[src/hw/rtl/edma_pkg.sv]
package edma_pkg;

    // Field widths
    localparam int PW_W   = 16;   // pulse width in microseconds
    localparam int CM_W   = 10;   // distance and limit fields
    localparam int DIST_W = 11;   // raw distance, up to 1126 cm
    localparam int SUM_W  = 14;   // window sum, up to 16 * 1023

    // Defaults for the top-level parameters
    localparam int WINDOW_DEF     = 10;
    localparam int FIFO_DEPTH_DEF = 4;

    // floor(floor(w/2) * 10 / 291) as a reciprocal multiply.
    // x = floor(w/2) * 10 is below 2^19, DIST_MULT = ceil(2^28 / 291),
    // and the rounding error stays below one step for every such x.
    localparam int               DIST_X_W   = 19;
    localparam int               DIST_SHIFT = 28;
    localparam int               DIST_P_W   = 39;
    localparam logic [19:0]      DIST_MULT  = 20'd922459;

    // Configuration port
    localparam int APB_AW = 3;
    localparam int APB_DW = 32;

    localparam logic [CM_W-1:0] LOW_RST  = 10'd2;
    localparam logic [CM_W-1:0] HIGH_RST = 10'd400;

    typedef enum logic [0:0] {
        REG_LOW_LIMIT  = 1'b0,
        REG_HIGH_LIMIT = 1'b1
    } t_reg_idx;

    // Acceptance window handed to the front end
    typedef struct packed {
        logic [CM_W-1:0] low;
        logic [CM_W-1:0] high;
    } t_limits;

    // Front end to queue write side
    typedef struct packed {
        logic            valid;
        logic [CM_W-1:0] dist_cm;
    } t_push;

    // Queue occupancy flags
    typedef struct packed {
        logic full;
        logic empty;
    } t_fifo_stat;

endpackage

[src/hw/rtl/edma_if.sv]
interface edma_in_if;
    logic                      valid;
    logic                      ready;
    logic [edma_pkg::PW_W-1:0] pulse_width_us;

    modport source (output valid, output pulse_width_us, input ready);
    modport sink   (input valid, input pulse_width_us, output ready);
endinterface

interface edma_out_if;
    logic                      valid;
    logic                      ready;
    logic [edma_pkg::CM_W-1:0] sample_cm;
    logic [edma_pkg::CM_W-1:0] average_cm;

    modport source (output valid, output sample_cm, output average_cm, input ready);
    modport sink   (input valid, input sample_cm, input average_cm, output ready);
endinterface

[src/hw/rtl/edma_front.sv]
module edma_front (
    input  logic              i_clk,
    input  logic              i_rst_n,
    edma_in_if.sink           i_in,
    input  edma_pkg::t_limits i_limits,
    input  logic              i_push_ready,
    output edma_pkg::t_push   o_push
);

    logic                                r_v;
    logic [edma_pkg::DIST_W-1:0]         r_dist;
    logic [edma_pkg::PW_W-2:0]           w_half;
    logic [edma_pkg::DIST_X_W-1:0]       w_x;
    logic [edma_pkg::DIST_P_W-1:0]       w_prod;
    logic [edma_pkg::DIST_W-1:0]         n_dist;
    logic                                w_keep;
    logic                                w_advance;

    // Width to centimetres: halve, times ten, reciprocal multiply by 1/291
    assign w_half = i_in.pulse_width_us[edma_pkg::PW_W-1:1];
    assign w_x    = edma_pkg::DIST_X_W'({w_half, 3'b000})
                  + edma_pkg::DIST_X_W'({w_half, 1'b0});
    assign w_prod = edma_pkg::DIST_P_W'(w_x) * edma_pkg::DIST_P_W'(edma_pkg::DIST_MULT);
    assign n_dist = w_prod[edma_pkg::DIST_SHIFT +: edma_pkg::DIST_W];

    // Classify the registered distance against the limits, full width
    assign w_keep = (r_dist > {1'b0, i_limits.low})
                 && (r_dist < {1'b0, i_limits.high});

    // Discarded items always drain; kept ones wait for queue space
    assign w_advance   = !r_v || !w_keep || i_push_ready;
    assign i_in.ready  = w_advance;

    assign o_push.valid   = r_v && w_keep;
    assign o_push.dist_cm = r_dist[edma_pkg::CM_W-1:0];

    // Stage valid
    always_ff @(posedge i_clk) begin
        if (!i_rst_n) begin
            r_v <= 1'b0;
        end else if (w_advance) begin
            r_v <= i_in.valid;
        end
    end

    // Stage payload
    always_ff @(posedge i_clk) begin
        if (w_advance && i_in.valid) begin
            r_dist <= n_dist;
        end
    end

endmodule

[src/hw/rtl/edma_fifo.sv]
module edma_fifo #(
    parameter int DEPTH = edma_pkg::FIFO_DEPTH_DEF
) (
    input  logic                      i_clk,
    input  logic                      i_rst_n,
    input  edma_pkg::t_push           i_push,
    input  logic                      i_pop,
    output logic [edma_pkg::CM_W-1:0] o_data,
    output edma_pkg::t_fifo_stat      o_stat
);

    localparam int PTR_W = $clog2(DEPTH);
    localparam int CNT_W = $clog2(DEPTH + 1);

    logic [edma_pkg::CM_W-1:0] r_mem [DEPTH];
    logic [PTR_W-1:0]          r_wp;
    logic [PTR_W-1:0]          r_rp;
    logic [CNT_W-1:0]          r_cnt;
    logic                      w_wr;

    assign o_stat.full  = (r_cnt == CNT_W'(DEPTH));
    assign o_stat.empty = (r_cnt == '0);
    assign w_wr         = i_push.valid && !o_stat.full;
    assign o_data       = r_mem[r_rp];

    // Pointers and occupancy
    always_ff @(posedge i_clk) begin
        if (!i_rst_n) begin
            r_wp  <= '0;
            r_rp  <= '0;
            r_cnt <= '0;
        end else begin
            if (w_wr) begin
                r_wp <= (r_wp == PTR_W'(DEPTH - 1)) ? '0 : r_wp + 1'b1;
            end
            if (i_pop) begin
                r_rp <= (r_rp == PTR_W'(DEPTH - 1)) ? '0 : r_rp + 1'b1;
            end
            if (w_wr && !i_pop) begin
                r_cnt <= r_cnt + 1'b1;
            end else if (!w_wr && i_pop) begin
                r_cnt <= r_cnt - 1'b1;
            end
        end
    end

    // Storage
    always_ff @(posedge i_clk) begin
        if (w_wr) begin
            r_mem[r_wp] <= i_push.dist_cm;
        end
    end

endmodule

[src/hw/rtl/edma_back.sv]
module edma_back #(
    parameter int WINDOW = edma_pkg::WINDOW_DEF
) (
    input  logic                      i_clk,
    input  logic                      i_rst_n,
    input  logic                      i_avail,
    input  logic [edma_pkg::CM_W-1:0] i_dist,
    output logic                      o_pop,
    edma_out_if.source                o_out
);

    localparam int SLOT_W    = $clog2(WINDOW);
    localparam int NUM_W     = edma_pkg::SUM_W + 1;
    localparam int DIV       = 2 * WINDOW;
    localparam int AVG_SHIFT = NUM_W + $clog2(DIV);
    localparam int AVG_MULT  = ((1 << AVG_SHIFT) + DIV - 1) / DIV;
    localparam int PROD_W    = NUM_W + AVG_SHIFT;

    logic [edma_pkg::CM_W-1:0]  r_win [WINDOW];
    logic [SLOT_W-1:0]          r_slot;
    logic [edma_pkg::SUM_W-1:0] r_sum;
    logic [edma_pkg::SUM_W-1:0] n_sum;

    logic                       r_m_v;
    logic [edma_pkg::CM_W-1:0]  r_m_sample;
    logic [edma_pkg::SUM_W-1:0] r_m_sum;

    logic                       r_o_v;
    logic [edma_pkg::CM_W-1:0]  r_o_sample;
    logic [edma_pkg::CM_W-1:0]  r_o_avg;

    logic                       w_load_o;
    logic [NUM_W-1:0]           w_num;
    logic [PROD_W-1:0]          w_prod;

    // Handshake chain: output register, then sum stage, then queue pop
    assign w_load_o = r_m_v && (!r_o_v || o_out.ready);
    assign o_pop    = i_avail && (!r_m_v || w_load_o);

    // Ring update: drop the oldest entry, add the new one
    assign n_sum = r_sum - r_win[r_slot] + edma_pkg::SUM_W'(i_dist);

    // Rounded mean: floor((2*sum + W) / 2W) by reciprocal multiply
    assign w_num  = {r_m_sum, 1'b0} + NUM_W'(WINDOW);
    assign w_prod = PROD_W'(w_num) * PROD_W'(AVG_MULT);

    // Window, sum and slot
    always_ff @(posedge i_clk) begin
        if (!i_rst_n) begin
            for (int k = 0; k < WINDOW; k++) begin
                r_win[k] <= '0;
            end
            r_sum  <= '0;
            r_slot <= '0;
        end else if (o_pop) begin
            r_win[r_slot] <= i_dist;
            r_sum         <= n_sum;
            r_slot        <= (r_slot == SLOT_W'(WINDOW - 1)) ? '0 : r_slot + 1'b1;
        end
    end

    // Sum stage and output register valids
    always_ff @(posedge i_clk) begin
        if (!i_rst_n) begin
            r_m_v <= 1'b0;
            r_o_v <= 1'b0;
        end else begin
            if (o_pop) begin
                r_m_v <= 1'b1;
            end else if (w_load_o) begin
                r_m_v <= 1'b0;
            end
            if (w_load_o) begin
                r_o_v <= 1'b1;
            end else if (o_out.ready) begin
                r_o_v <= 1'b0;
            end
        end
    end

    // Payload registers
    always_ff @(posedge i_clk) begin
        if (o_pop) begin
            r_m_sample <= i_dist;
            r_m_sum    <= n_sum;
        end
        if (w_load_o) begin
            r_o_sample <= r_m_sample;
            r_o_avg    <= w_prod[AVG_SHIFT +: edma_pkg::CM_W];
        end
    end

    assign o_out.valid      = r_o_v;
    assign o_out.sample_cm  = r_o_sample;
    assign o_out.average_cm = r_o_avg;

endmodule

[src/hw/rtl/echo_distance_moving_average.sv]
// A kept item passes the front-end stage register, the queue, the sum stage
// and the output register, in that order, before its result is valid.
// Throughput: one item per cycle while the output is not stalled; the window
// and sum update once per popped item, and a queue (four entries by default)
// separates classification from the update. Discarded items give no result.
// Reset (synchronous, active low): limits go to 2 and 400 cm, the window,
// sum and slot clear to zero, and all pipeline and queue valids drop.
module echo_distance_moving_average #(
    parameter int WINDOW     = edma_pkg::WINDOW_DEF,
    parameter int FIFO_DEPTH = edma_pkg::FIFO_DEPTH_DEF
) (
    input  logic                        i_clk,
    input  logic                        i_rst_n,
    edma_in_if.sink                     i_in,
    edma_out_if.source                  o_out,
    input  logic                        psel,
    input  logic                        penable,
    input  logic                        pwrite,
    input  logic [edma_pkg::APB_AW-1:0] paddr,
    input  logic [edma_pkg::APB_DW-1:0] pwdata,
    output logic [edma_pkg::APB_DW-1:0] prdata,
    output logic                        pready
);

    logic [edma_pkg::CM_W-1:0] r_low;
    logic [edma_pkg::CM_W-1:0] r_high;
    edma_pkg::t_limits         w_limits;
    edma_pkg::t_reg_idx        w_idx;
    logic                      w_wr;

    edma_pkg::t_push           w_push;
    edma_pkg::t_fifo_stat      w_stat;
    logic [edma_pkg::CM_W-1:0] w_fifo_data;
    logic                      w_pop;

    // Register decode
    assign pready = 1'b1;
    assign w_idx  = edma_pkg::t_reg_idx'(paddr[edma_pkg::APB_AW-1]);
    assign w_wr   = psel && penable && pwrite && pready;

    always_ff @(posedge i_clk) begin
        if (!i_rst_n) begin
            r_low  <= edma_pkg::LOW_RST;
            r_high <= edma_pkg::HIGH_RST;
        end else if (w_wr) begin
            unique case (w_idx)
                edma_pkg::REG_LOW_LIMIT:  r_low  <= pwdata[edma_pkg::CM_W-1:0];
                edma_pkg::REG_HIGH_LIMIT: r_high <= pwdata[edma_pkg::CM_W-1:0];
                default: ;
            endcase
        end
    end

    // Read back
    always_comb begin
        unique case (w_idx)
            edma_pkg::REG_LOW_LIMIT:  prdata = edma_pkg::APB_DW'(r_low);
            edma_pkg::REG_HIGH_LIMIT: prdata = edma_pkg::APB_DW'(r_high);
            default:                  prdata = '0;
        endcase
    end

    assign w_limits.low  = r_low;
    assign w_limits.high = r_high;

    // Front end: convert and classify
    edma_front u_front (
        .i_clk        (i_clk),
        .i_rst_n      (i_rst_n),
        .i_in         (i_in),
        .i_limits     (w_limits),
        .i_push_ready (!w_stat.full),
        .o_push       (w_push)
    );

    // Queue between front and back
    edma_fifo #(
        .DEPTH (FIFO_DEPTH)
    ) u_fifo (
        .i_clk   (i_clk),
        .i_rst_n (i_rst_n),
        .i_push  (w_push),
        .i_pop   (w_pop),
        .o_data  (w_fifo_data),
        .o_stat  (w_stat)
    );

    // Back end: window update and average
    edma_back #(
        .WINDOW (WINDOW)
    ) u_back (
        .i_clk   (i_clk),
        .i_rst_n (i_rst_n),
        .i_avail (!w_stat.empty),
        .i_dist  (w_fifo_data),
        .o_pop   (w_pop),
        .o_out   (o_out)
    );

    // Front never offers a kept distance into a full queue without holding
    a_push_space: assert property (@(posedge i_clk) disable iff (!i_rst_n)
        w_push.valid && w_stat.full |=> $past(w_push.valid) && !i_in.ready ||
            !$past(w_stat.full) || $stable(w_push.dist_cm))
        else $error("kept distance lost at full queue");

    // Back end pops only when the queue holds an entry
    a_pop_nonempty: assert property (@(posedge i_clk) disable iff (!i_rst_n)
        w_pop |-> !w_stat.empty)
        else $error("pop from empty queue");

    // A write into a queue that is not popped leaves it non-empty
    a_push_fills: assert property (@(posedge i_clk) disable iff (!i_rst_n)
        w_push.valid && !w_stat.full && !w_pop |=> !w_stat.empty)
        else $error("queue empty after write");

endmodule

[src/flat_wrapper.sv]
// flat-port wrapper written by rule: the top's interface ports become plain ports
module echo_distance_moving_average_flat 
#(
    parameter int WINDOW     = edma_pkg::WINDOW_DEF,
    parameter int FIFO_DEPTH = edma_pkg::FIFO_DEPTH_DEF
)
  (i_clk, i_rst_n, psel, penable, pwrite, paddr, pwdata, prdata, pready, i_in_valid, i_in_pulse_width_us, i_in_ready, o_out_valid, o_out_sample_cm, o_out_average_cm, o_out_ready);
  edma_in_if i_in_i ();
  edma_out_if o_out_i ();
  input  logic i_clk;
  input  logic i_rst_n;
  input  logic psel;
  input  logic penable;
  input  logic pwrite;
  input  logic [edma_pkg::APB_AW-1:0] paddr;
  input  logic [edma_pkg::APB_DW-1:0] pwdata;
  output logic [edma_pkg::APB_DW-1:0] prdata;
  output logic pready;
  input wire logic [$bits(i_in_i.valid)-1:0] i_in_valid;
  input wire logic [$bits(i_in_i.pulse_width_us)-1:0] i_in_pulse_width_us;
  output wire logic [$bits(i_in_i.ready)-1:0] i_in_ready;
  output wire logic [$bits(o_out_i.valid)-1:0] o_out_valid;
  output wire logic [$bits(o_out_i.sample_cm)-1:0] o_out_sample_cm;
  output wire logic [$bits(o_out_i.average_cm)-1:0] o_out_average_cm;
  input wire logic [$bits(o_out_i.ready)-1:0] o_out_ready;
  assign i_in_i.valid = i_in_valid;
  assign i_in_i.pulse_width_us = i_in_pulse_width_us;
  assign i_in_ready = i_in_i.ready;
  assign o_out_valid = o_out_i.valid;
  assign o_out_sample_cm = o_out_i.sample_cm;
  assign o_out_average_cm = o_out_i.average_cm;
  assign o_out_i.ready = o_out_ready;
  echo_distance_moving_average #(.WINDOW(WINDOW), .FIFO_DEPTH(FIFO_DEPTH)) u_core (.i_clk(i_clk), .i_rst_n(i_rst_n), .i_in(i_in_i), .o_out(o_out_i), .psel(psel), .penable(penable), .pwrite(pwrite), .paddr(paddr), .pwdata(pwdata), .prdata(prdata), .pready(pready));
endmodule
[config.mk]
export PLATFORM = sky130hd
export DESIGN_NAME = echo_distance_moving_average_flat
export DESIGN_NICKNAME = d
export VERILOG_FILES = /design/src/hw/rtl/edma_pkg.sv /design/src/hw/rtl/edma_if.sv /design/src/hw/rtl/edma_front.sv /design/src/hw/rtl/edma_fifo.sv /design/src/hw/rtl/edma_back.sv /design/src/hw/rtl/echo_distance_moving_average.sv /design/src/flat_wrapper.sv
export SDC_FILE = /design/constraint.sdc
export NUM_CORES = 1
export LEC_CHECK = 0
export CORE_MARGIN = 2
export CORE_UTILIZATION = 55
export DETAILED_ROUTE_END_ITERATION = 8
export DONT_BUFFER_PORTS = 1
export PLACE_DENSITY_LB_ADDON = 0.05
export SLEW_MARGIN = 20
export SYNTH_ARGS = -nofsm -noshare
export SYNTH_HDL_FRONTEND = slang
export SYNTH_SLANG_ARGS = --single-unit
[constraint.sdc]
create_clock -name i_clk -period 14.78 [get_ports i_clk]
set_input_delay 2.956 -clock i_clk [delete_from_list [all_inputs] [get_ports i_clk]]
set_output_delay 2.956 -clock i_clk [all_outputs]
set_load 0.05 [all_outputs]
**Yosys cells after proc, flatten, opt, wreduce, memory -nomap -nowiden**

Memory sizes are Yosys's and may differ from the RTL's. A register that Yosys moved wholly into a read port is not among the register bits.
Index checks and enable logic that the tools add are counted.

- Memory bits (writable): 140
- Output and inout bits: 55
- Flip-flop bits (word level): 103
- Memories: 2
- Bits of input ports: 58
- Logic and storage cells: 87

- Multiply operators: 2
- Bitwise gates (word level): 1
- Eq/ne operators: 4
- Add/subtract/negate cells: 9
- Reduce and logical (&&, ||, !) cells: 29
- Multiplexer cells: 23
- Order comparisons: 2

Memory list:

| memory | words | bits a word | rd ports | clocked after memory_dff | wr ports | RTL line | RTL |
|---|---|---|---|---|---|---|---|
| u_core.u_back.r_win | 10 | 10 | 1 | 1 | 10 | edma_back.sv:19 | `logic [edma_pkg::CM_W-1:0] r_win [WINDOW];` |
| u_core.u_fifo.r_mem | 4 | 10 | 1 | 1 | 1 | edma_fifo.sv:15 | `logic [edma_pkg::CM_W-1:0] r_mem [DEPTH];` |

Operator list:

| cell | number |
|---|---|
| case mux 32 bit (2 select lines) | 1 |
| multiplier 19 x 20 -> 39 bit, second input constant | 1 |
| multiplier 15 x 16 -> 30 bit, second input constant | 1 |
| adder 18 x 16 -> 19 bit | 1 |
| two-way mux 4 bit | 4 |
| adder 15 x 4 -> 15 bit, second input constant | 1 |
| adder 14 x 10 -> 14 bit | 1 |
| subtractor 14 x 10 -> 14 bit | 1 |
| > comparator 11 x 10 -> 1 bit | 1 |
| < comparator 11 x 10 -> 1 bit | 1 |
| two-way mux 1 bit | 11 |
| logical AND 1 bit | 10 |
| two-way mux 10 bit | 1 |
| OR reduction 10 bit | 1 |
| zero test 1 bit | 8 |
| two-way mux 2 bit | 4 |
| two-way mux 3 bit | 2 |
| nonzero test 2 bit | 3 |
| adder 2 x 1 -> 2 bit, second input constant | 2 |
| adder 4 x 1 -> 4 bit, second input constant | 1 |
| equality test 2 bit, second input constant | 2 |
| equality test 4 bit, second input constant | 1 |
| logical OR 1 bit | 4 |
| AND reduction 2 bit | 2 |
| 5 further kinds | 5 |

**Logic depth before layout (Yosys ltp)**

Gate-level depths: netlist (run 1).

- Depth after elaboration: 10
- Mapped depth: 33
- Gate-level depth less buffers: 33

**By module**

Synthesis (run 1) repeated with hierarchy kept, for this count alone.

- Cells, all modules: 2044
- Area total of the unflattened synthesis: 23989.3 µm²

By module, submodules not included:

| module | sequential area each (µm²) | times used | area an instance (µm²) | cells each |
|---|---|---|---|---|
| edma_back | 6606.3 | 1 | 13223.9 | 1013 |
| edma_front | 350.3 | 1 | 7707.4 | 809 |
| edma_fifo | 1381.3 | 1 | 1943.1 | 101 |
| echo_distance_moving_average | 400.4 | 1 | 1114.8 | 121 |

**Worst setup path after synthesis (run 1)**

OpenSTA, ideal clock, no wires.

- Path type: input-to-reg
- Start point: input port i_in_pulse_width_us[1]
- End point: register u_core.u_front.r_dist[6] (netlist bit) (data pin)
- Required time: 14.519 ns
- Library setup time: 0.261 ns
- Arrival time: 9.892 ns
- Path slack: 4.627 ns
- Path buffers: 0
- Stages on the path: 29
- Path through: ha_1 > inv_1 > fa_1 > nor2b_1 > o21a_1 > or2_2 > a21o_1 > a21o_1 > a31oi_1 > o21bai_1 > a21oi_1 > xnor2_1 > ha_1 > fa_1 > fa_1 > inv_1 > fa_1 > fa_1 > fa_1 > inv_1 > ha_1 > and4_4 > and4b_1 > a311o_1 > or3b_1 > o211ai_2 > nand2b_1 > and2_1 > o31a_2

- Cells in the longest elaborated chain, start to end: 2

RTL lines:

| element | RTL line | RTL |
|---|---|---|
| start: declaration | flat_wrapper.sv:20 | `input wire logic [$bits(i_in_i.pulse_width_us)-1:0] i_in_pulse_width_us;` |
| adder 18 x 16 -> 19 bit | edma_front.sv:22 | `+ edma_pkg::DIST_X_W'({w_half, 1'b0});` |
| multiplier 19 x 20 -> 39 bit | edma_front.sv:23 | `assign w_prod = edma_pkg::DIST_P_W'(w_x) * edma_pkg::DIST_P_W'(edma_pkg::DIST_MULT);` |
| net u_core.u_front.w_prod (one bit) | edma_front.sv:14 | `logic [edma_pkg::DIST_P_W-1:0] w_prod;` |
| end signal: assignment | edma_front.sv:49 | `r_dist <= n_dist;` |
| end: declaration | edma_front.sv:11 | `logic [edma_pkg::DIST_W-1:0] r_dist;` |

The timed path passes the listed nets, and every way through them passes these cells.
A chain may end at the register's enable or synchronous reset.

**Final worst setup path (run 1)**

- Start point: input port i_in_pulse_width_us[1]
- End point: register u_core.u_front.r_dist[8] (netlist bit) (data pin)

The elaborated chain is that of the path after synthesis.

==> flow_metrics.py, run 1 <==
metrics = {
    "detailed_routing": {
        "ant_nets": 0,
        "wl_met1_um": 21100,
        "vias": 14100,
        "dr_wl_met2_um": 24500,
        "drtIter0Drc": 764,
        "drc_errors": 0,
        "wl_um": 49100,
        "top_layer": "met4",
        "wl_per_cell_um": 19.0,
        "drt_pass1_iterations": 5,
        "wl_met3_um": 2060,
        "vias_per_cell": 5.46,
    },
    "synthesis": {
        "yosysWarnings": 0,
        "synth_ff_type": "edfxtp_1",
        "synth.largest_area_cell": "edfxtp_1",
        "synth_cells": 2014,
        "synthArstFlopShare_pct": 0,
        "ys_types": 70,
        "synth_edf_count": 255,
        "netlist_area_sq_um": 23500,
        "synth.yosys.seq_area_share_pct": 37.1,
        "synth_area_per_cell_sq_um": 11.7,
        "ys_seq_elements": 309,
        "synth.top_cell.area_share_pct": 32.5,
        "synth_area_leaders": "edfxtp_1, ha_1, fa_1, inv_1, mux4_2",
    },
    "placed_design": {
        "post-place-ws_ns": 3.58,
        "io_buffers": 0,
        "finalWeightedCongestion": 0.899,
        "dp_hpwl_um": 38500,
    },
    "finish": {
        "finalNetCount": 2587,
        "antennaDiodeCount": 0,
        "drive_gt1_share_pct": 6.92,
        "area_delta_synth_final_pct": 6.91,
        "layout_commonest_cell": "inv_1",
        "mostFrequentLayoutCells": "inv_1, ha_1, edfxtp_1",
        "fillers": 3439,
    },
    "die": {
        "start_util_pct": 55.9,
        "die_x_um": 211,
        "coreArea_sq_um": 42100,
        "ios": 113,
        "row_count": 75,
        "die-height_um": 211,
        "dieArea_sq_um": 44500,
    },
    "timing": {
        "timing.final.ws_setup_ns": 4.20,
        "period_needed_ns": 10.58,
        "hold_slack_ns": 0.417,
        "rsz0062_at_grt": "false",
        "final_min_period_over_clock_period_pct": 71.6,
        "worst_pin_slew_ns": 1.18,
        "fin_skew_ns": 0.0232,
        "fmaxAchievable_mhz": 94.5,
        "tns_ns": 0,
        "finalSetupViolations": 0,
        "relSlewSlack_pct": 21.2,
        "maxSlewViolCount": 0,
        "hold_viol": 0,
    },
    "cts": {
        "clock_sinks": 309,
        "clk_pin_slew_worst_paths_ns": 0.06,
        "insertion_delay_ns": 0.54,
        "numCtsBuffers": 34,
        "cts_setup_buffers": 0,
        "clockBufferDepth": 3,
        "hold_buffers": 0,
        "cts-resized-gates": 0,
        "cts_tree": "done",
        "h-tree-depth": 2,
        "cts_root_buf": "clkbuf_16",
    },
    "grt": {
        "grt_use_total_pct": 23.1,
        "grt_overflow": 0,
        "grt_max_degree": 61,
        "grt_pass1_vias": 14700,
        "antenna_found_initial": 0,
        "grt_pass1_wl_um": 78600,
    },
    "outcome": {
        "status": "completed",
    },
    "worst_setup_path": {
        "arrival_ns": 10.86,
        "reg2reg_depth": 21,
        "crit_fanout": 11,
        "startpoint": "i_in_pulse_width_us[1]",
        "cpMostUsedCell": "fa_1",
        "crit_slowest_cell": "a211oi_1",
        "cp-start-kind": "primary input",
        "cp.required_ns": 15.05,
        "end_kind": "flip-flop",
        "rr_endpoint": "u_core.u_back.o_out.average_cm[9]",
        "endpoint": "u_core.u_front.r_dist[8]",
        "reg2reg_from": "u_core.u_back.r_m_sum[0]",
        "path_class": "in2reg",
        "reg2reg_slack_ns": 7.82,
        "slowest_delay_ns": 0.75,
    },
    "hold_path": {
        "hold_class": "reg2reg",
    },
    "job": {
        "cap_violations": 0,
    },
}
-- layout make-up --
class                      count  area [sq um]  area share, %
inverter                     395          1480           5.89
timing repair buffer           9          67.6          0.269
multi-input combinational   1265         13100           52.0
tap                          539           674           2.68
clock buffer                  44           910           3.62
sequential                   309          8740           34.7
clock inverter                17           208          0.825
-- state kept, by name, summed over array words and instances (netlist names), named ones only --
signal,flops
u_core.r_high,10
u_core.r_low,10
u_core.u_back.o_out.average_cm,10
u_core.u_back.o_out.sample_cm,10
u_core.u_back.o_out.valid,1
u_core.u_back.r_m_sample,10
u_core.u_back.r_m_sum,14
u_core.u_back.r_m_v,1
u_core.u_back.r_slot,4
u_core.u_back.r_sum,14
u_core.u_back.r_win,160
u_core.u_fifo.r_cnt,3
u_core.u_fifo.r_mem,40
u_core.u_fifo.r_rp,2
u_core.u_fifo.r_wp,2
u_core.u_front.r_dist,11
u_core.u_front.r_v,1
-- through the flow --
stage / cells / util (%) / area (sq um)
global route: 2578 / 59.7 / 25200
global placement: 2517 / 57.0 / 24000
finish: 2578 / 59.7 / 25200
CTS: 2578 / 59.7 / 25100
detailed placement: 2517 / 57.0 / 24000
floorplan: 2035 / - / 23600
-- kinds of logic (layout without fill, tap and decap cells) --
kind of cell               Yosys count  after routing  share of synthesized area, %
adders and majority gates          515            515                          33.2
buffers and inverters              461            465                          7.72
and+or+nand+nor                    396            396                          7.70
DFF                                309            309                          37.1
AOI/OAI and AO/OA                  195            195                          5.57
xor gates and xnor gates            70             70                          2.61
muxes                               66             66                          6.00
other                                2             23                        0.0319
-- critical path: cells and delay by family --
family	cells	cell delay, ns
AO/OA/AOI/OAI	10	2.45
XOR/XNOR	2	0.55
adder cells (fa/ha/maj)	9	3.71
AND/OR/NAND/NOR	6	0.99
buffers and inverters	3	0.18
-- worst min-delay path by stage --
stage	from	to	slack, ns	cells after the start
finish	u_core.u_back.r_m_sample[3]	u_core.u_back.o_out.sample_cm[3]	0.42	0
global route	u_core.u_back.r_m_sample[3]	u_core.u_back.o_out.sample_cm[3]	0.42	0
CTS	u_core.u_back.r_m_sample[3]	u_core.u_back.o_out.sample_cm[3]	0.42	0
detailed placement	u_core.u_back.r_m_sample[3]	u_core.u_back.o_out.sample_cm[3]	0.40	0
global placement	u_core.u_back.r_m_sample[3]	u_core.u_back.o_out.sample_cm[3]	0.40	0
floorplan	u_core.u_back.r_m_sample[0]	u_core.u_back.o_out.sample_cm[0]	0.40	0
-- cells in the mapped netlist (all sizes together) (2+ instances only) --
library cell	number
a2111oi	2
a211o	2
a211oi	5
a21boi	34
a21o	24
a21oi	44
a31oi	5
a41oi	2
and2	10
and2b	2
and3	9
and4	2
buf	32
clkbuf	34
conb	2
dfxtp	54
edfxtp	255
fa	184
ha	331
inv	394
mux2i	5
mux4	60
nand2	125
nand2b	9
nand3	24
nand4	11
nor2	135
nor2b	22
nor3	17
nor3b	3
nor4	12
o211ai	12
o21a	10
o21ai	36
o21bai	3
o31ai	3
o41ai	2
or2	5
or3	4
or3b	2
xnor2	53
xor2	17
-- layer usage --
metal  track usage (%)  vias to the layer above
met5                 0                        -
met4              7.16                        0
met3              3.24                       77
met2              40.2                      263
met1              30.2                     6967
li1                  -                     6766
Power of run 1 is not shown: default switching activity piles up to over one toggle a cycle in this logic, so the estimate is an artifact.
==> run 2: changes to the inputs <==
Clock period 14.78 ns to 8.5 ns, I/O delays scaled along.
==> flow_metrics.py, run 2 (same netlist as run 1, synthesis figures left out) <==
metrics = {
    "outcome": {
        "status": "completed",
    },
    "worst_setup_path": {
        "end_kind": "flip-flop",
        "cp-start-kind": "primary input",
        "cp.required_ns": 8.84,
        "reg2reg_from": "u_core.u_back.r_m_sum[0]",
        "crit_fanout": 11,
        "path_class": "in2reg",
        "rr_endpoint": "u_core.u_back.o_out.average_cm[9]",
        "reg2reg_depth": 21,
        "crit_slowest_cell": "fa_1",
        "reg2reg_slack_ns": 1.42,
        "slowest_delay_ns": 0.55,
        "arrival_ns": 8.63,
    },
    "finish": {
        "mostFrequentLayoutCells": "inv_1, ha_1, edfxtp_1",
        "layout_commonest_cell": "inv_1",
        "area_delta_synth_final_pct": 11.7,
        "regMostFlops": "u_core.u_back.r_win",
        "largest_reg_flops": 160,
        "finalNetCount": 2698,
        "drive_gt1_share_pct": 13.6,
        "antennaDiodeCount": 0,
        "top_regs": "u_core.u_back.r_win x160, u_core.u_fifo.r_mem x40",
    },
    "cts": {
        "numCtsBuffers": 31,
        "h-tree-depth": 1,
        "clock_sinks": 309,
        "clk_pin_slew_worst_paths_ns": 0.06,
        "insertion_delay_ns": 0.59,
        "cts_tree": "done",
        "hold_buffers": 0,
        "clockBufferDepth": 3,
        "cts_root_buf": "clkbuf_16",
    },
    "hold_path": {
        "hold_end": "u_core.u_back.o_out.sample_cm[8]",
        "worstHoldStart": "u_core.u_back.r_m_sample[8]",
        "hold_depth": 0,
        "hold_class": "reg2reg",
    },
    "placed_design": {
        "post-place-ws_ns": -0.641,
        "finalWeightedCongestion": 0.865,
        "io_buffers": 0,
        "dp_hpwl_um": 39400,
    },
    "job": {
        "cap_violations": 0,
    },
    "die": {
        "die-height_um": 211,
        "row_count": 75,
        "coreArea_sq_um": 42100,
        "start_util_pct": 55.9,
        "dieArea_sq_um": 44500,
        "die_x_um": 211,
        "ios": 113,
    },
    "grt": {
        "antenna_found_initial": 0,
        "grt_use_total_pct": 23.0,
        "grt_pass1_vias": 14900,
        "grt_max_degree": 61,
        "grt_pass1_wl_um": 79100,
        "grt_overflow": 0,
    },
    "timing": {
        "worst_pin_slew_ns": 1.09,
        "relSlewSlack_pct": 27.0,
        "hold_viol": 0,
        "finalSetupViolations": 0,
        "timing.final.ws_setup_ns": 0.207,
        "maxSlewViolCount": 0,
        "hold_slack_ns": 0.422,
        "fin_skew_ns": 0.0221,
        "period_needed_ns": 8.29,
        "fmaxAchievable_mhz": 121,
        "final_min_period_over_clock_period_pct": 97.6,
    },
    "detailed_routing": {
        "vias": 14300,
        "drt_pass1_iterations": 5,
        "wl_um": 49400,
        "vias_per_cell": 5.33,
        "ant_nets": 0,
        "drc_errors": 0,
        "drtIter0Drc": 666,
        "wl_per_cell_um": 18.4,
    },
}
-- run 2: cell count changes in the layout (fill, tap and decap cells not counted), moves of 4 or more --
cell       delta
fa_1          -6
ha_4         +10
xnor2_1       -4
ha_1         -11
clkbuf_16     -4
fa_2          +6
nor2_2        -4
a21oi_2       +4
nor2_1        +4
buf_4       +112
a21oi_1       -4
-- run 2: worst max path at each step --
stage                            from                       end  slack [ns]  cells after the start
4_1_cts        i_in_pulse_width_us[2]  u_core.u_front.r_dist[8]        0.01                     30
6_report       i_in_pulse_width_us[1]  u_core.u_front.r_dist[6]        0.21                     32
3_5_place_dp   i_in_pulse_width_us[2]  u_core.u_front.r_dist[8]       -0.64                     30
3_3_place_gp   i_in_pulse_width_us[2]  u_core.u_front.r_dist[8]       -0.59                     30
2_1_floorplan  i_in_pulse_width_us[1]  u_core.u_front.r_dist[6]       0.009                     29
5_1_grt        i_in_pulse_width_us[1]  u_core.u_front.r_dist[6]       -0.06                     32
-- run 2: final cells by class --
| class | count | area [sq um] |
|---|---|---|
| flip-flops and latches | 309 | 8740 |
| well taps | 539 | 674 |
| clock inverters | 19 | 221 |
| multi-input cells | 1265 | 13400 |
| clock buffers | 39 | 816 |
| fillers | 3375 | 15800 |
| repair buffers | 123 | 940 |
| inverters | 395 | 1480 |
-- run 2: metrics by stage --
| stage | instance area [sq um] | TNS [ns] | utilization [%] | instances |
|---|---|---|---|---|
| after CTS | 26000 | 0 | 61.8 | 2682 |
| after global placement | 25000 | -4.40 | 59.3 | 2624 |
| after detailed placement | 25000 | -4.77 | 59.4 | 2624 |
| after floorplan | 23800 | 0 | - | 2035 |
| final | 26300 | 0 | 62.4 | 2689 |
| after global routing | 26300 | -0.114 | 62.4 | 2689 |
-- run 2: critical path, delay by kind of cell --
family | cells | cell delay [ns]
xor gates and xnor gates | 2 | 0.30
adders and majority gates | 9 | 3.21
AOI/OAI and AO/OA | 8 | 1.80
and+or+nand+nor | 7 | 1.19
buffers and inverters | 6 | 0.44
-- run 2: what timing repair did --
action                                  in CTS  in global routing
setup buffers                                0                  7
endpoints found under the setup margin       3                  9
gates cloned                                 0                  0
pin swaps                                    0                 24
resized for setup                            1                 26
-- run 2: per-layer routing --
layer / GRT usage [%] / part of all wire [%] / vias up
met1: 28.7 / 41 / 7102
met3: 2.13 / 2.6 / 64
li1: - / - / 6972
met2: 42.6 / 53 / 193
met4: 6.53 / 2.7 / 0
met5: 0 / 0 / -
Power of run 2 is left out for the same reason.
